[src/rtl/slpc_pkg.sv]
`default_nettype none
package slpc_pkg;

	// Field widths fixed by the block's interface.
	localparam int TIME_W  = 32;
	localparam int LEVEL_W = 16;
	localparam int CFG_W   = 16;
	localparam int CFG_IDX_W = 8;
	localparam int REQ_W   = 2;
	localparam int MODE_W  = 2;

	// Request codes.
	localparam logic [REQ_W-1:0] REQ_TICK    = 2'd0;
	localparam logic [REQ_W-1:0] REQ_SET     = 2'd1;
	localparam logic [REQ_W-1:0] REQ_OVERLAY = 2'd2;

	// Mode codes.
	localparam logic [MODE_W-1:0] MODE_IDLE    = 2'd0;
	localparam logic [MODE_W-1:0] MODE_ACTIVE  = 2'd1;
	localparam logic [MODE_W-1:0] MODE_SUCCESS = 2'd2;
	localparam logic [MODE_W-1:0] MODE_ERROR   = 2'd3;

	// Configuration register indexes.
	localparam logic [CFG_IDX_W-1:0] CFG_SUCCESS_HOLD = 8'd0;
	localparam logic [CFG_IDX_W-1:0] CFG_ERROR_HOLD   = 8'd1;
	localparam logic [CFG_IDX_W-1:0] CFG_OVERLAY_HOLD = 8'd2;
	localparam logic [CFG_IDX_W-1:0] CFG_BLINK_INT    = 8'd3;

	// Configuration reset values.
	localparam logic [CFG_W-1:0] RST_SUCCESS_HOLD = 16'd300;
	localparam logic [CFG_W-1:0] RST_ERROR_HOLD   = 16'd500;
	localparam logic [CFG_W-1:0] RST_OVERLAY_HOLD = 16'd500;
	localparam logic [CFG_W-1:0] RST_BLINK_INT    = 16'd50;

	typedef struct packed {
		logic [LEVEL_W-1:0] red;
		logic [LEVEL_W-1:0] green;
		logic [LEVEL_W-1:0] blue;
	} pixel_t;

	// Pixel colors.
	localparam pixel_t COLOR_IDLE    = '{red: 16'h0000, green: 16'h0000, blue: 16'h0500};
	localparam pixel_t COLOR_SUCCESS = '{red: 16'h0000, green: 16'h0300, blue: 16'h0000};
	localparam pixel_t COLOR_ERROR   = '{red: 16'h0400, green: 16'h0000, blue: 16'h0000};
	localparam pixel_t COLOR_OVERLAY = '{red: 16'h0000, green: 16'h0300, blue: 16'h0500};
	localparam pixel_t COLOR_OV_REV  = '{red: 16'h0400, green: 16'h0000, blue: 16'h0500};
	localparam pixel_t COLOR_OFF     = '{red: 16'h0000, green: 16'h0000, blue: 16'h0000};

	// True when now is at or after the deadline, compared as a wrapping signed difference.
	function automatic logic time_reached(input logic [TIME_W-1:0] now,
			input logic [TIME_W-1:0] deadline);
		logic [TIME_W-1:0] diff;
		diff = now - deadline;
		return ~diff[TIME_W-1];
	endfunction

endpackage
`default_nettype wire

[src/rtl/slpc_if.sv]
`default_nettype none
// Request channel into the controller.
interface slpc_req_if;
	import slpc_pkg::*;
	logic                valid;
	logic                ready;
	logic [REQ_W-1:0]    req_type;
	logic [TIME_W-1:0]   now_ms;
	logic [MODE_W-1:0]   new_mode;
	logic                overlay_reversed;
	logic                sink_ready;
	modport source(output valid, req_type, now_ms, new_mode, overlay_reversed, sink_ready,
		input ready);
	modport sink(input valid, req_type, now_ms, new_mode, overlay_reversed, sink_ready,
		output ready);
endinterface

// Pixel channel out of the controller.
interface slpc_pix_if;
	import slpc_pkg::*;
	logic               valid;
	logic               ready;
	logic [LEVEL_W-1:0] red;
	logic [LEVEL_W-1:0] green;
	logic [LEVEL_W-1:0] blue;
	modport source(output valid, red, green, blue, input ready);
	modport sink(input valid, red, green, blue, output ready);
endinterface

// Configuration write channel.
interface slpc_cfg_if;
	import slpc_pkg::*;
	logic                 valid;
	logic                 ready;
	logic [CFG_IDX_W-1:0] index;
	logic [CFG_W-1:0]     data;
	modport source(output valid, index, data, input ready);
	modport sink(input valid, index, data, output ready);
endinterface
`default_nettype wire

[src/rtl/slpc_core.sv]
`default_nettype none
module slpc_core (
	input  wire logic      clk,
	input  wire logic      arst_n,
	slpc_req_if.sink       req,
	slpc_cfg_if.sink       cfg,
	output logic           res_valid,
	output slpc_pkg::pixel_t res,
	input  wire logic      res_ready
);
	import slpc_pkg::*;

	// Input register.
	logic                valid_s1;
	logic [REQ_W-1:0]    req_type_s1;
	logic [TIME_W-1:0]   now_s1;
	logic [MODE_W-1:0]   new_mode_s1;
	logic                rev_s1;
	logic                sink_ready_s1;
	logic                advance;

	// Configuration registers.
	logic [CFG_W-1:0] success_hold_q;
	logic [CFG_W-1:0] error_hold_q;
	logic [CFG_W-1:0] overlay_hold_q;
	logic [CFG_W-1:0] blink_int_q;

	// Display state and its next values.
	logic [MODE_W-1:0] mode_q, mode_d;
	logic              shown_q, shown_d;
	logic              blink_q, blink_d;
	logic              ov_act_q, ov_act_d;
	logic              ov_rev_q, ov_rev_d;
	logic [TIME_W-1:0] ov_dl_q, ov_dl_d;
	logic [TIME_W-1:0] rdl_q, rdl_d;
	logic [TIME_W-1:0] nft_q, nft_d;
	logic              emit;
	logic              cand;
	pixel_t            color;

	// The stored item moves on once the output buffer can take a result.
	assign advance   = valid_s1 && res_ready;
	assign req.ready = !valid_s1 || advance;
	assign cfg.ready = 1'b1;

	always_ff @(posedge clk or negedge arst_n) begin
		if (!arst_n) begin
			valid_s1 <= 1'b0;
		end else if (req.ready) begin
			valid_s1 <= req.valid;
		end
	end

	always_ff @(posedge clk) begin
		if (req.valid && req.ready) begin
			req_type_s1   <= req.req_type;
			now_s1        <= req.now_ms;
			new_mode_s1   <= req.new_mode;
			rev_s1        <= req.overlay_reversed;
			sink_ready_s1 <= req.sink_ready;
		end
	end

	// Configuration writes; indexes beyond the list are dropped.
	always_ff @(posedge clk or negedge arst_n) begin
		if (!arst_n) begin
			success_hold_q <= RST_SUCCESS_HOLD;
			error_hold_q   <= RST_ERROR_HOLD;
			overlay_hold_q <= RST_OVERLAY_HOLD;
			blink_int_q    <= RST_BLINK_INT;
		end else if (cfg.valid && cfg.ready) begin
			case (cfg.index)
				CFG_SUCCESS_HOLD: success_hold_q <= cfg.data;
				CFG_ERROR_HOLD:   error_hold_q   <= cfg.data;
				CFG_OVERLAY_HOLD: overlay_hold_q <= cfg.data;
				CFG_BLINK_INT:    blink_int_q    <= cfg.data;
				default: ;
			endcase
		end
	end

	// One display step for the stored request.
	always_comb begin
		mode_d   = mode_q;
		shown_d  = shown_q;
		blink_d  = blink_q;
		ov_act_d = ov_act_q;
		ov_rev_d = ov_rev_q;
		ov_dl_d  = ov_dl_q;
		rdl_d    = rdl_q;
		nft_d    = nft_q;
		emit     = 1'b0;
		cand     = 1'b0;
		color    = COLOR_OFF;
		case (req_type_s1)
			REQ_TICK: begin
				// Expire the overlay first.
				if (ov_act_q && time_reached(now_s1, ov_dl_q)) begin
					ov_act_d = 1'b0;
					ov_rev_d = 1'b0;
					ov_dl_d  = '0;
					shown_d  = 1'b0;
					nft_d    = '0;
				end
				if (ov_act_d) begin
					if (!shown_d && sink_ready_s1) begin
						emit    = 1'b1;
						color   = ov_rev_d ? COLOR_OV_REV : COLOR_OVERLAY;
						shown_d = 1'b1;
					end
				end else begin
					// Success and error fall back to idle after their hold.
					if (mode_d != MODE_ACTIVE && rdl_d != '0 &&
							time_reached(now_s1, rdl_d)) begin
						mode_d  = MODE_IDLE;
						rdl_d   = '0;
						shown_d = 1'b0;
						nft_d   = '0;
					end
					case (mode_d)
						MODE_ACTIVE: begin
							cand  = time_reached(now_s1, nft_d);
							color = blink_q ? COLOR_IDLE : COLOR_OFF;
						end
						MODE_SUCCESS: begin
							cand  = !shown_d;
							color = COLOR_SUCCESS;
						end
						MODE_ERROR: begin
							cand  = !shown_d;
							color = COLOR_ERROR;
						end
						default: begin
							cand  = !shown_d;
							color = COLOR_IDLE;
						end
					endcase
					if (cand && sink_ready_s1) begin
						emit    = 1'b1;
						shown_d = 1'b1;
						if (mode_d == MODE_ACTIVE) begin
							blink_d = !blink_q;
							nft_d   = now_s1 + {{(TIME_W-CFG_W){1'b0}}, blink_int_q};
						end
					end
				end
			end
			REQ_SET: begin
				if (new_mode_s1 == mode_q) begin
					// A repeated success or error re-arms its hold.
					if (mode_q == MODE_SUCCESS) begin
						rdl_d = now_s1 + {{(TIME_W-CFG_W){1'b0}}, success_hold_q};
					end else if (mode_q == MODE_ERROR) begin
						rdl_d = now_s1 + {{(TIME_W-CFG_W){1'b0}}, error_hold_q};
					end
				end else begin
					mode_d  = new_mode_s1;
					shown_d = 1'b0;
					nft_d   = '0;
					case (new_mode_s1)
						MODE_ACTIVE: begin
							blink_d = 1'b1;
							rdl_d   = '0;
						end
						MODE_SUCCESS: rdl_d = now_s1 + {{(TIME_W-CFG_W){1'b0}}, success_hold_q};
						MODE_ERROR:   rdl_d = now_s1 + {{(TIME_W-CFG_W){1'b0}}, error_hold_q};
						default:      rdl_d = '0;
					endcase
				end
			end
			REQ_OVERLAY: begin
				ov_act_d = 1'b1;
				ov_rev_d = rev_s1;
				ov_dl_d  = now_s1 + {{(TIME_W-CFG_W){1'b0}}, overlay_hold_q};
				shown_d  = 1'b0;
			end
			default: ;
		endcase
	end

	// State is committed only when the item leaves the input register.
	always_ff @(posedge clk or negedge arst_n) begin
		if (!arst_n) begin
			mode_q   <= MODE_IDLE;
			shown_q  <= 1'b0;
			blink_q  <= 1'b1;
			ov_act_q <= 1'b0;
			ov_rev_q <= 1'b0;
			ov_dl_q  <= '0;
			rdl_q    <= '0;
			nft_q    <= '0;
		end else if (advance) begin
			mode_q   <= mode_d;
			shown_q  <= shown_d;
			blink_q  <= blink_d;
			ov_act_q <= ov_act_d;
			ov_rev_q <= ov_rev_d;
			ov_dl_q  <= ov_dl_d;
			rdl_q    <= rdl_d;
			nft_q    <= nft_d;
		end
	end

	assign res_valid = advance && emit;
	assign res       = color;

	// Only a tick produces a pixel.
	a_emit_tick: assert property (@(posedge clk) disable iff (!arst_n)
		res_valid |-> (req_type_s1 == REQ_TICK))
		else $error("pixel produced by a non-tick request");

	// Active mode never carries a result deadline.
	a_active_no_dl: assert property (@(posedge clk) disable iff (!arst_n)
		(mode_q == MODE_ACTIVE) |-> (rdl_q == '0))
		else $error("result deadline set in active mode");

	// An overlay request always leaves the overlay active.
	a_overlay_set: assert property (@(posedge clk) disable iff (!arst_n)
		(advance && req_type_s1 == REQ_OVERLAY) |=> ov_act_q)
		else $error("overlay request did not arm the overlay");

	// A written pixel is marked as shown.
	a_shown_after: assert property (@(posedge clk) disable iff (!arst_n)
		res_valid |=> shown_q)
		else $error("pixel written but not marked shown");

endmodule
`default_nettype wire

[src/rtl/slpc_out.sv]
`default_nettype none
module slpc_out (
	input  wire logic             clk,
	input  wire logic             arst_n,
	input  wire logic             in_valid,
	input  wire slpc_pkg::pixel_t in_pix,
	output logic                  in_ready,
	slpc_pix_if.source            pix
);
	import slpc_pkg::*;

	logic   valid_q;
	pixel_t pix_q;

	// The slot frees up in the same cycle that the sink takes the pixel.
	assign in_ready = !valid_q || pix.ready;

	always_ff @(posedge clk or negedge arst_n) begin
		if (!arst_n) begin
			valid_q <= 1'b0;
		end else if (in_ready) begin
			valid_q <= in_valid;
		end
	end

	always_ff @(posedge clk) begin
		if (in_valid && in_ready) begin
			pix_q <= in_pix;
		end
	end

	assign pix.valid = valid_q;
	assign pix.red   = pix_q.red;
	assign pix.green = pix_q.green;
	assign pix.blue  = pix_q.blue;

	// The core never offers a pixel the buffer cannot hold.
	a_no_overflow: assert property (@(posedge clk) disable iff (!arst_n)
		in_valid |-> in_ready)
		else $error("pixel offered while the output slot is full");

	// A new pixel is loaded only into a free or draining slot.
	a_load_free: assert property (@(posedge clk) disable iff (!arst_n)
		(in_valid && valid_q) |-> pix.ready)
		else $error("pixel overwritten before it was taken");

	// A waiting pixel stays until the sink takes it.
	a_hold: assert property (@(posedge clk) disable iff (!arst_n)
		(valid_q && !pix.ready) |=> (valid_q && $stable(pix_q)))
		else $error("waiting pixel lost");

endmodule
`default_nettype wire

[src/rtl/status_led_pattern_controller_top.sv]
// Status pixel pattern controller.
// The req channel takes timestamped requests: a tick, a set-mode request or a
// mux-status overlay request. The pix channel returns the pixel levels that a
// tick writes; most ticks write nothing, since a pixel goes out only when it
// changes and the tick says the pixel driver is ready. The cfg channel writes
// the four hold and blink registers and is always ready.
// Throughput is one request per cycle while the pix receiver does not stall. A
// request is held in the input register, where the display step runs against
// the stored state in a single pass; its pixel, if any, moves into the output
// register as the request leaves and appears on pix from there.
// When the pix receiver stalls, the pixel waits in the output register and one
// more request can still be accepted into the input register; further requests
// wait until the pixel is taken, so the state steps strictly in request order.
// Reset is asynchronous and active low: it clears both channels, sets the
// mode to idle with nothing shown and no overlay, and loads the registers with
// 300, 500, 500 and 50 ms.
`default_nettype none
module status_led_pattern_controller_top (
	input  wire logic  clk,
	input  wire logic  arst_n,
	slpc_req_if.sink   req,
	slpc_cfg_if.sink   cfg,
	slpc_pix_if.source pix
);
	import slpc_pkg::*;

	logic   res_valid;
	logic   res_ready;
	pixel_t res;

	slpc_core u_core (
		.clk       (clk),
		.arst_n    (arst_n),
		.req       (req),
		.cfg       (cfg),
		.res_valid (res_valid),
		.res       (res),
		.res_ready (res_ready)
	);

	slpc_out u_out (
		.clk      (clk),
		.arst_n   (arst_n),
		.in_valid (res_valid),
		.in_pix   (res),
		.in_ready (res_ready),
		.pix      (pix)
	);

endmodule
`default_nettype wire
[src/flat_wrapper.sv]
// flat-port wrapper written by rule: the top's interface ports become plain ports
module status_led_pattern_controller_top_flat import slpc_pkg::*;
  (clk, arst_n, req_valid, req_req_type, req_now_ms, req_new_mode, req_overlay_reversed, req_sink_ready, req_ready, cfg_valid, cfg_index, cfg_data, cfg_ready, pix_valid, pix_red, pix_green, pix_blue, pix_ready);
  slpc_req_if req_i ();
  slpc_cfg_if cfg_i ();
  slpc_pix_if pix_i ();
  input  wire logic clk;
  input  wire logic arst_n;
  input wire logic [$bits(req_i.valid)-1:0] req_valid;
  input wire logic [$bits(req_i.req_type)-1:0] req_req_type;
  input wire logic [$bits(req_i.now_ms)-1:0] req_now_ms;
  input wire logic [$bits(req_i.new_mode)-1:0] req_new_mode;
  input wire logic [$bits(req_i.overlay_reversed)-1:0] req_overlay_reversed;
  input wire logic [$bits(req_i.sink_ready)-1:0] req_sink_ready;
  output wire logic [$bits(req_i.ready)-1:0] req_ready;
  input wire logic [$bits(cfg_i.valid)-1:0] cfg_valid;
  input wire logic [$bits(cfg_i.index)-1:0] cfg_index;
  input wire logic [$bits(cfg_i.data)-1:0] cfg_data;
  output wire logic [$bits(cfg_i.ready)-1:0] cfg_ready;
  output wire logic [$bits(pix_i.valid)-1:0] pix_valid;
  output wire logic [$bits(pix_i.red)-1:0] pix_red;
  output wire logic [$bits(pix_i.green)-1:0] pix_green;
  output wire logic [$bits(pix_i.blue)-1:0] pix_blue;
  input wire logic [$bits(pix_i.ready)-1:0] pix_ready;
  assign req_i.valid = req_valid;
  assign req_i.req_type = req_req_type;
  assign req_i.now_ms = req_now_ms;
  assign req_i.new_mode = req_new_mode;
  assign req_i.overlay_reversed = req_overlay_reversed;
  assign req_i.sink_ready = req_sink_ready;
  assign req_ready = req_i.ready;
  assign cfg_i.valid = cfg_valid;
  assign cfg_i.index = cfg_index;
  assign cfg_i.data = cfg_data;
  assign cfg_ready = cfg_i.ready;
  assign pix_valid = pix_i.valid;
  assign pix_red = pix_i.red;
  assign pix_green = pix_i.green;
  assign pix_blue = pix_i.blue;
  assign pix_i.ready = pix_ready;
  status_led_pattern_controller_top u_core (.clk(clk), .arst_n(arst_n), .req(req_i), .cfg(cfg_i), .pix(pix_i));
endmodule
[config.mk]
export PLATFORM = sky130hd
export DESIGN_NAME = status_led_pattern_controller_top_flat
export DESIGN_NICKNAME = d
export VERILOG_FILES = /design/src/rtl/slpc_pkg.sv /design/src/rtl/slpc_if.sv /design/src/rtl/slpc_core.sv /design/src/rtl/slpc_out.sv /design/src/rtl/status_led_pattern_controller_top.sv /design/src/flat_wrapper.sv
export SDC_FILE = /design/constraint.sdc
export NUM_CORES = 1
export LEC_CHECK = 0
export BUFFER_PORTS_ARGS = -buffer_cell sky130_fd_sc_hd__buf_4
export CAP_MARGIN = 20
export CORE_MARGIN = 5
export CORE_UTILIZATION = 62
export DETAILED_ROUTE_END_ITERATION = 8
export PLACE_DENSITY = 0.82
export SYNTH_ARGS = -nofsm -noshare
export SYNTH_HDL_FRONTEND = slang
export SYNTH_SLANG_ARGS = --single-unit
[constraint.sdc]
create_clock -name clk -period 6.7 [get_ports clk]
set_input_delay 0.335 -clock clk [delete_from_list [all_inputs] [get_ports clk]]
set_output_delay 0.335 -clock clk [all_outputs]
set_load 0.02 [all_outputs]
Word level (Yosys, flattened, before mapping)
Index checks and enable logic that the tools add are counted.
{"block": "totals", "ff_bits": 254, "inputBits": 67, "output_inout_bits": 51, "word_cells": 146}
{"block": "classes", "n_addsub": 7, "eq_ne": 23, "n_mux": 58, "n_bitwise": 3, "n_reduce_logical": 33}
{"cell": "$mux W32", "n": 14}
{"cell": "$pmux W32 S2", "n": 4}
{"cell": "$pmux W43 S3", "n": 1}
{"cell": "$add A32 B16 Y32", "n": 4}
{"cell": "$sub A32 B32 Y32", "n": 3}
{"cell": "$mux W43", "n": 2}
{"cell": "$mux W48", "n": 1}
{"cell": "$reduce_bool A32 Y1", "n": 1}
{"cell": "$mux W1", "n": 25}
{"cell": "$eq A8 B2 Y1 const B", "n": 2}
{"cell": "$eq A2 B2 Y1 const B", "n": 7}
{"cell": "$ne A2 B2 Y1 const B", "n": 6}
{"cell": "$mux W11", "n": 1}
{"cell": "$mux W2", "n": 5}
{"cell": "$reduce_and A2 Y1", "n": 5}
{"cell": "$logic_and A1 B1 Y1", "n": 9}
{"cell": "$reduce_and A3 Y1", "n": 3}
{"cell": "$eq A8 B1 Y1 const B", "n": 1}
{"cell": "$logic_not A8 Y1", "n": 1}
{"cell": "$reduce_and A7 Y1", "n": 1}
{"cell": "$eq A2 B1 Y1 const B", "n": 3}
{"cell": "$pmux W1 S2", "n": 3}
{"cell": "$logic_not A1 Y1", "n": 5}
{"cell": "$reduce_and A5 Y1", "n": 1}
{"cell": "11 further kinds", "n": 16}

Depth between registers and ports, before layout
Gate-level depths: netlist of the first run.
{"block": "logic_depth", "word_depth": 18, "mapped_depth": 26, "depth_no_buf": 22}

Modules after synthesis
From an unflattened synthesis of the first run, not the netlist that was laid out.
{"block": "hier_totals", "cells_unflattened": 1608, "area_unflattened_um2": 16195.5}
{"mod": "slpc_core", "instances": 1, "cells_each": 1556, "area_each_um2": 14700.3, "seq_area_each_um2": 5345.1}
{"mod": "slpc_out", "instances": 1, "cells_each": 52, "area_each_um2": 1495.2, "seq_area_each_um2": 1466.4}

Least setup slack after synthesis of the first run
No wires, ideal clock.
{"block": "synth_path", "path_type": "reg-to-reg", "from": "register u_core.u_core.now_s1[8]", "to": "register u_core.u_core.nft_q[1]", "setup_ps": 94, "t_arrival_ps": 5301, "path_slack_ps": 1305, "path_stages_with_launch": 23, "path_buffers": 2, "cell_sequence": "edfxtp_1 > ha_1 > a211oi_2 > o21ai_1 > a311oi_2 > o21ai_1 > a211o_2 > mux2_2 > nor2_1 > clkbuf_1 > nand2_1 > ha_1 > a21oi_1 > o221ai_1 > a21oi_1 > o21ai_0 > a311oi_1 > nand4_1 > or4_4 > nand3_2 > buf_6 > mux2_2 > a211oi_1"}
{"block": "synth_between", "elab_chain_len": 16}
{"item": "from (decl)", "line_no": "slpc_core.sv:16", "source": "logic [TIME_W-1:0] now_s1;"}
{"item": "from (signal assigned)", "line_no": "slpc_core.sv:57", "source": "now_s1 <= req.now_ms;"}
{"item": "$sub A32 B32 Y32", "line_no": "slpc_pkg.sv:53", "source": "diff = now - deadline;"}
{"item": "$not A1 Y1", "line_no": "slpc_pkg.sv:54", "source": "return ~diff[TIME_W-1];"}
{"item": "$logic_and A1 B1 Y1", "line_no": "slpc_core.sv:98", "source": "if (ov_act_q && time_reached(now_s1, ov_dl_q)) begin"}
{"item": "$mux W32 or $mux W1 (tied branches)", "line_no": "slpc_core.sv:98"}
{"item": "$mux W32 or $mux W1 (tied branches)", "line_no": "slpc_core.sv:113, slpc_core.sv:95"}
{"item": "$mux W32 or $mux W1 (tied branches)", "line_no": "slpc_core.sv:105, slpc_core.sv:113"}
{"item": "$mux W32 or $mux W1 (tied branches)", "line_no": "slpc_core.sv:95, slpc_core.sv:105"}
{"item": "$sub A32 B32 Y32 or $mux W1 (tied branches)", "line_no": "slpc_pkg.sv:53, slpc_core.sv:95"}
{"item": "$not A1 Y1 or $logic_not A1 Y1 (tied branches)"}
{"item": "$mux W1"}
{"item": "$mux W1", "line_no": "slpc_core.sv:105", "source": "if (ov_act_d) begin"}
{"item": "$mux W1", "line_no": "slpc_core.sv:95", "source": "case (req_type_s1)"}
{"item": "$logic_and A1 B1 Y1", "line_no": "slpc_core.sv:138", "source": "if (cand && sink_ready_s1) begin"}
{"item": "$mux W32", "line_no": "slpc_core.sv:138"}
{"item": "$mux W32 (*)", "line_no": "slpc_core.sv:105"}
{"item": "$pmux W32 S2 (*)", "line_no": "slpc_core.sv:95"}
{"item": "to (signal assigned)", "line_no": "slpc_core.sv:200", "source": "nft_q <= nft_d;"}
{"item": "to (decl)", "line_no": "slpc_core.sv:36", "source": "logic [TIME_W-1:0] nft_q, nft_d;"}
Every way passes the cells marked *; elsewhere a longest branch is shown, timed or not. The select of a mux whose other input is x is not followed.
A chain may end at the register's enable or synchronous reset.

Final worst setup path of the first run
{"block": "layout_path", "from": "register u_core.u_core.now_s1[25]", "to": "register u_core.u_core.nft_q[7]"}
Same word-level chain as after synthesis.

==> out/metrics.csv, run 1 <==
stage;metric;value;unit
place;placer congestion estimate;0.9521;
floorplanning;chip height;164.7;um
critical_path;Critical Path Start Type;flip-flop;
yosys;Synth area leader;dfrtp_1;
cts;Num Clock Sinks;209;
yosys;top cells by area, synth;dfrtp_1 (25%), ha_1 (13%), edfxtp_1 (8.3%);
grt;first-pass GRT wire length;64.96;mm
finish;synthesis-to-layout area growth;13.15;%
yosys;Post-Syn Area;14830;um^2
grt;grt peak-use layer;met2;
cts;CTS Buf Count;25;
hold_path;Min-Delay Path Class;primary input to flip-flop;
yosys;top cell type's share of synthesized area;24.98;%
critical_path;Crit path arrival time;6.88;ns
grt;vias in the first global route;12460;
grt;met2 GRT Util;51.08;%
timing;unrepaired setup endpoints after global routing;no;
cts;Reg clk slew, reported paths;0.06;ns
critical_path;kind of critical path;flip-flop to flip-flop;
yosys;Cells after Synth;1541;
finish;Final #Nets;1875;
yosys;Post-synth ARST share;80.38;%
timing;Layout Skew;0.02058;ns
cts;CTS tree;yes;
grt;global routing usage on met1;37.44;%
yosys;Yosys cell types;85;
grt;largest net degree at the start of global routing;108;
critical_path;crit-path cells;ha_1 > and3_1 > nand3_1 > or3_1 > nor2_1 > a211o_2 > mux2_2 > nor2_1 > buf_4 > nand2_1 > ha_1 > a21o_1 > a21o_1 > a21oi_1 > o21ai_0 > a311oi_1 > nand4_1 > or4_4 > nand3_2 > buf_12 > nand2_1 > o2bb2ai_1;
timing;crit share post-route;95.95;%
routing;Avg WL per Cell;20.46;um
cts;Max Root-Sink Buffers;3;
floorplanning;Site Rows;56;
timing;fin crit period;6.429;ns
routing;drt pass-1 iters;6;
floorplanning;Core Region;23540;um^2
power_and_ir_drop;Max IR drop VDD;0.2250;mV
critical_path;slowest CP cell;edfxtp_1;
power_and_ir_drop;pwr dens;251.4;nW/um^2
job;number of max-cap violations;0;
routing;DRC;0;
finish;Antenna Cells;0;
place;Buffers on Ports;73;
yosys;Syn Area/Cell;9.622;um^2
routing;ANT nets after route;0;
cts;worst skew pair latency;0.54;ns
grt;met3 global-route usage;5.266;%
grt;Remaining Overflow, GRT;0;
cts;htree depth;1;
timing;Slew HR;27.45;%
timing;count of final max-slew check failures;0;
floorplanning;die area;27110;um^2
critical_path;CP Capture Type;flip-flop;
timing;Final Hold Viols;0;
timing;setup TNS;0;ns
critical_path;CP max stage delay;0.64;ns
finish;final core occ;71.26;%
floorplanning;Initial Util;62.98;%
routing;WL final;40.60;mm
finish;share of layout cells above drive strength 1;15.50;%
yosys;Synth Flop Type;dfrtp_1;
yosys;Post-synth EDFFs;41;
yosys;Yosys reg bits;209;
cts;PostCTS Resize Cnt;0;
yosys;Synth warnings;0;
finish;most frequent cells in the layout;ha_1 (158), dfrtp_1 (148), a21oi_1 (104);
finish;commonest non-fill, non-tap cell in the layout;ha_1;
grt;Total GRT Usage;30.17;%
routing;Iter 0 DRT Violations;905;
power_and_ir_drop;P_leak;7.536;nW
floorplanning;Ports;118;
routing;Vias;12290;
status;status;finished clean;
routing;routed vias/inst;6.193;
timing;final setup violation count;0;
timing;Slew @ Worst Pin;1.086;ns
yosys;sequential share of the synthesized area;36.82;%
critical_path;WP data required;7.15;ns
cts;CTS root buf;clkbuf_16;
place;hpwl dp;29.05;mm
timing;achievable frequency;155.5;MHz
floorplanning;Die Wd;164.7;um
critical_path;critical-path maximum fanout;31;
grt;initial antenna violation count;0;
[through the flow]
| step | cells | setup WS (ns) | total power, mW | hold WS (ns) | area [um^2] |
|---|---|---|---|---|---|
| after detailed placement | 1894 | 0.3655 | 2.861 | 0.4499 | 15520 |
| final | 1984 | 0.2710 | 4.217 | 0.05437 | 16780 |
| after global routing | 1984 | 0.06052 | 4.444 | 0.04643 | 16780 |
| after floorplan | 1583 | 1.305 | 2.499 | 0.03941 | 14990 |
| after CTS | 1980 | 0.3497 | 4.209 | 0.03766 | 16710 |
| after global placement | 1894 | 0.5717 | 2.811 | 0.4448 | 15520 |
[synthesized netlist by cell type (all sizes together) (28+ instances only)]
cell type and count:
a21o 32, mux2 68, nor2 74, ha 158
inv 102, buf 59, xnor2 47, clkbuf 44
dfrtp 148, a21oi 106, a31oi 28, xor2 37
nand3 44, nand2 101, o21ai 81, edfxtp 41
and3 39, a211oi 31
[repair_timing]
action	4_1_cts	5_1_grt
setup endpoints to repair	0	1
hold buffers	40	0
buffers inserted	0	2
endpoints found under the hold margin	63	0
[metal layers]
metal | wire length, um | share of wire [%]
met5 | 0 | 0
met4 | 2200 | 5.4
met3 | 2712 | 6.7
met2 | 19530 | 48
met1 | 16150 | 40
[area by class of cell]
class / instances / area (um^2)
well taps: 319 / 399.1
repair buffers: 139 / 1200
multi-input cells: 1169 / 8552
fillers: 1831 / 6765
clock buffers: 30 / 654.4
flip-flops and latches: 209 / 5460
clock inverters: 16 / 128.9
inverters: 102 / 382.9
[cell families (layout without fill, tap and decap cells)]
group,count (synthesis),count (layout),share of synthesized area [%]
muxes,88,88,6.514
DFF,209,209,36.82
other,2,44,0.05065
and+or+nand+nor,379,379,13.04
xor gates and xnor gates,84,84,4.962
AOI/OAI and AO/OA,412,412,18.02
buffers and inverters,205,287,6.717
adders and majority gates,162,162,13.87
[worst paths after layout]
path                                     startpoint                            to  slack (ns)  depth (start not counted)
min in group asynchronous                    arst_n        u_core.u_core.nft_q[2]        0.27                          2
max in group asynchronous                    arst_n  u_core.u_core.blink_int_q[8]        5.30                          3
setup / recovery           u_core.u_core.now_s1[25]        u_core.u_core.nft_q[7]        0.27                         22
hold / removal                          cfg_data[9]  u_core.u_core.blink_int_q[9]        0.05                          2
setup reg to reg           u_core.u_core.now_s1[25]        u_core.u_core.nft_q[7]        0.27                         22
hold reg to reg            u_core.u_core.ov_dl_q[0]      u_core.u_core.ov_dl_q[0]        0.47                          2
[registers in the layout (all words and copies together) (netlist names), 2 cells and up]
signal / cells
u_core.u_core.rdl_q: 32
u_core.u_core.new_mode_s1: 2
u_core.u_core.success_hold_q: 16
u_core.u_core.nft_q: 32
u_core.u_core.overlay_hold_q: 16
u_core.u_core.req_type_s1: 2
u_core.u_core.mode_q: 2
u_core.u_core.now_s1: 32
u_core.u_core.ov_dl_q: 32
u_core.u_core.blink_int_q: 16
u_core.u_core.error_hold_q: 16
[power breakdown]
group	total, mW	internal [mW]	switching, mW	leakage [nW]
Clock	1.32	0.742	0.575	0.373
Combinational	1.25	0.499	0.754	4.56
Sequential	1.65	1.48	0.165	2.60
[critical path: cells and delay by family, from the launching register on]
kind | cells | cell delay [ns]
simple gates | 10 | 2.69
compound gates | 7 | 1.41
fa+ha+maj | 2 | 0.71
flops | 1 | 0.64
buf+inv | 2 | 0.48
mux | 1 | 0.38
No activity file was read; power rests on OpenSTA's default activity.
==> run 2: changes to the inputs <==
Settings changed: ABC_AREA set to 1, GPL_TIMING_DRIVEN set to 0.
==> out/metrics.csv, run 2 <==
stage;metric;value;unit;change
finish;synthesis-to-layout area growth;14.43;%;was 13.15%
timing;count of final max-slew check failures;0;;unchanged
yosys;Post-Syn Area;16270;um^2;was 14830 um^2
critical_path;Worst Reg2Reg Path Length in Cells;26;;was 22
critical_path;R2R setup slack;1.12;ns;was 0.27 ns
hold_path;hold path start;req_valid;;was cfg_data[9]
yosys;Synth area leader;dfrtp_1;;unchanged
routing;routed vias/inst;5.866;;was 6.193
critical_path;Critical R2R Capture;u_core.u_out.pix.blue[8];;was u_core.u_core.nft_q[7]
job;number of max-cap violations;0;;unchanged
critical_path;Worst Setup SP;u_core.u_core.now_s1[1];;was u_core.u_core.now_s1[25]
hold_path;hold endpoint;u_core.u_core.valid_s1;;was u_core.u_core.blink_int_q[9]
timing;Slew HR;33.87;%;was 27.45%
yosys;Cells after Synth;2160;;was 1541
critical_path;CP max stage delay;0.85;ns;was 0.64 ns
cts;CTS Buf Count;25;;unchanged
place;placer congestion estimate;0.9693;;was 0.9521
critical_path;worst reg2reg path startpoint;u_core.u_core.now_s1[1];;was u_core.u_core.now_s1[25]
timing;final hold slack;0.03506;ns;was 0.05437 ns
timing;fin worst setup slack;1.121;ns;was 0.2710 ns
critical_path;CP Capture Type;flip-flop;;unchanged
yosys;most instantiated cells after synthesis;nand2_1 (495), inv_1 (283), o21ai_0 (163);;was ha_1 (158), dfrtp_1 (148), a21oi_1 (105)
critical_path;WP data required;6.94;ns;was 7.15 ns
place;hpwl dp;37.40;mm;was 29.05 mm
finish;most frequent cells in the layout;nand2_1 (495), inv_1 (282), o21ai_0 (163);;was ha_1 (158), dfrtp_1 (148), a21oi_1 (104)
power_and_ir_drop;pwr dens;276.0;nW/um^2;was 251.4 nW/um^2
timing;Slew @ Worst Pin;0.9865;ns;was 1.086 ns
timing;setup TNS;0;ns;unchanged
finish;commonest non-fill, non-tap cell in the layout;nand2_1;;was ha_1
grt;Remaining Overflow, GRT;0;;unchanged
timing;achievable frequency;179.2;MHz;was 155.5 MHz
critical_path;critical-path maximum fanout;11;;was 31
yosys;count leader, synth;nand2_1;;was ha_1
cts;Max Root-Sink Buffers;3;;unchanged
yosys;Synth warnings;0;;unchanged
hold_path;WHS Path Cells;3;;was 2
timing;Layout Skew;0.01558;ns;was 0.02058 ns
cts;setup bufs post-CTS;0;;unchanged
status;status;finished clean;;unchanged
floorplanning;die area;29590;um^2;was 27110 um^2
cts;CTS tree;yes;;unchanged
timing;unrepaired setup endpoints after global routing;no;;unchanged
power_and_ir_drop;P_leak;9.621;nW;was 7.536 nW
timing;final setup violation count;0;;unchanged
routing;drt pass-1 iters;6;;unchanged
routing;Avg WL per Cell;18.40;um;was 20.46 um
critical_path;slowest CP cell;edfxtp_1;;unchanged
critical_path;Crit path arrival time;5.82;ns;was 6.88 ns
place;Placed Area;17460;um^2;was 15520 um^2
critical_path;Buf/Inv on CP;3;;was 2
cts;worst skew pair latency;0.54;ns;about the same
floorplanning;chip height;172.0;um;was 164.7 um
cts;Num Clock Sinks;209;;unchanged
yosys;Syn Area/Cell;7.534;um^2;was 9.622 um^2
finish;area of the multi-input gates;9225;um^2;was 8552 um^2
finish;Antenna Cells;0;;unchanged
power_and_ir_drop;Max IR drop VDD;0.2714;mV;was 0.2250 mV
cts;CTS root buf;clkbuf_16;;unchanged
critical_path;kind of critical path;flip-flop to flip-flop;;unchanged
yosys;Yosys cell types;61;;was 85
timing;Final Hold Viols;0;;unchanged
yosys;Post-synth EDFFs;41;;unchanged
finish;share of layout cells above drive strength 1;11.82;%;was 15.50%
yosys;sequential share of the synthesized area;33.55;%;was 36.82%
critical_path;Critical Path Start Type;flip-flop;;unchanged
finish;filler cell count;2131;;was 1831
routing;WL final;49.62;mm;was 40.60 mm
yosys;top cells by area, synth;dfrtp_1 (23%), ha_1 (12%), nand2_1 (11%);;was dfrtp_1 (25%), ha_1 (13%), edfxtp_1 (8.3%)
routing;Vias;15820;;was 12290
cts;Reg clk slew, reported paths;0.06;ns;about the same
floorplanning;Ports;118;;unchanged
timing;crit share post-route;83.27;%;was 95.95%
hold_path;Min-Delay Path Class;primary input to flip-flop;;unchanged
critical_path;cell mode on critical path;nand2_1;;
yosys;Yosys reg bits;209;;unchanged
yosys;top cell type's share of synthesized area;22.76;%;was 24.98%
floorplanning;Die Wd;172.0;um;was 164.7 um
routing;Iter 0 DRT Violations;1566;;was 905
place;worst slack, placed;1.279;ns;was 0.3655 ns
place;Buffers on Ports;73;;unchanged
grt;largest net degree at the start of global routing;119;;was 108
floorplanning;Initial Util;62.63;%;was 62.98%
yosys;Post-synth ARST share;80.38;%;unchanged
finish;Final #Nets;2572;;was 1875
floorplanning;Site Rows;59;;was 56
grt;first-pass GRT wire length;77.96;mm;was 64.96 mm
yosys;Synth Flop Type;dfrtp_1;;unchanged
critical_path;crit-path leading delay family;simple AND/OR/NAND/NOR gates;;unchanged
grt;initial antenna violation count;0;;unchanged
floorplanning;Core Region;25980;um^2;was 23540 um^2
timing;fin crit period;5.579;ns;was 6.429 ns
grt;Total GRT Usage;33.18;%;was 30.17%
cts;htree depth;1;;unchanged
finish;fin area;18620;um^2;was 16780 um^2
routing;ANT nets after route;0;;unchanged
finish;flip-flop and latch area;5460;um^2;unchanged
routing;DRC;0;;unchanged
grt;vias in the first global route;15260;;was 12460
==> run 2: changes by cell type after synthesis, sizes merged, moves of 16 or more <==
cell	change
nand2	+419
inv	+184
nand3	+123
o21ai	+98
mux2	-68
a21oi	+56
and3	-38
nor2	+31
xnor2	-30
a211oi	-27
a21o	-27
mux2i	-20
nand2b	-19
or2	+16
==> run 2: metal layers <==
| layer | routed length (um) | track usage (%) | up-vias |
|---|---|---|---|
| li1 | - | - | 7536 |
| met1 | 19810 | 43.11 | 7389 |
| met2 | 22960 | 55.11 | 726 |
| met3 | 4052 | 3.749 | 165 |
| met4 | 2794 | 16.88 | 0 |
| met5 | 0 | 0 | - |
==> run 2: repair_timing <==
item	in CTS	in global routing
hold buffers	39	0
resized for setup	0	0
hold endpoints to repair	88	0
==> run 2: how the worst max path moves through the flow <==
stage	end	cells after the start
2_1_floorplan	u_core.u_out.pix.blue[8]	26
3_3_place_gp	u_core.u_out.pix.blue[8]	26
3_5_place_dp	u_core.u_out.pix.blue[8]	26
4_1_cts	u_core.u_out.pix.blue[8]	26
5_1_grt	u_core.u_out.pix.blue[8]	26
6_report	u_core.u_out.pix.blue[8]	26
==> run 2: report_power, final <==
| group | switching [mW] | leakage, nW | internal (mW) | total, mW |
|---|---|---|---|---|
| clock network | 0.560 | 0.382 | 0.746 | 1.31 |
| logic | 1.36 | 6.68 | 0.755 | 2.12 |
| registers | 0.175 | 2.56 | 1.54 | 1.72 |
==> run 2: logic make-up after synthesis <==
group,count (synthesis),synth area share (%)
DFF,209,33.55
other,2,0.04615
AOI/OAI and AO/OA,469,16.15
adders and majority gates,162,12.64
buffers and inverters,406,10.73
xor gates and xnor gates,41,2.253
and+or+nand+nor,871,24.63
==> run 2: through the flow <==
stage	power [mW]	cells	util (%)
floorplan	3.200	2202	-
global placement	3.683	2610	66.95
detailed placement	3.775	2612	67.19
CTS	5.103	2696	71.66
global route	5.470	2696	71.66
finish	5.140	2696	71.66
==> run 2: final cells by class <==
| cell class | instances | area share [%] |
|---|---|---|
| buffer | 118 | 3.568 |
| tap | 335 | 2.251 |
| timing repair buffer | 114 | 5.375 |
| inverter | 288 | 5.805 |
| multi-input combinational | 1587 | 49.54 |
| clock inverter | 13 | 0.5308 |
| clock buffer | 32 | 3.608 |
| sequential | 209 | 29.32 |
==> run 2: worst register-to-register path, cell delays in order (launching register included) <==
cell and delay [ns]:
edfxtp_1 0.85, ha_1 0.36, nand2_1 0.06, inv_1 0.04
nand2_1 0.05, nand2_1 0.06, nand2_1 0.07, nand2_1 0.09
nand2_1 0.07, nand2_1 0.13, nand2_1 0.22, nand3_1 0.18
nand3_2 0.25, clkbuf_1 0.54, nand3_1 0.28, ha_1 0.38
nand4_1 0.13, or3_1 0.38, nor4_1 0.25, nand2_2 0.13
nand2_2 0.08, nand2_2 0.06, nand3_4 0.14, nand2_8 0.11
o21ai_0 0.17, nand2_1 0.10, inv_1 0.12
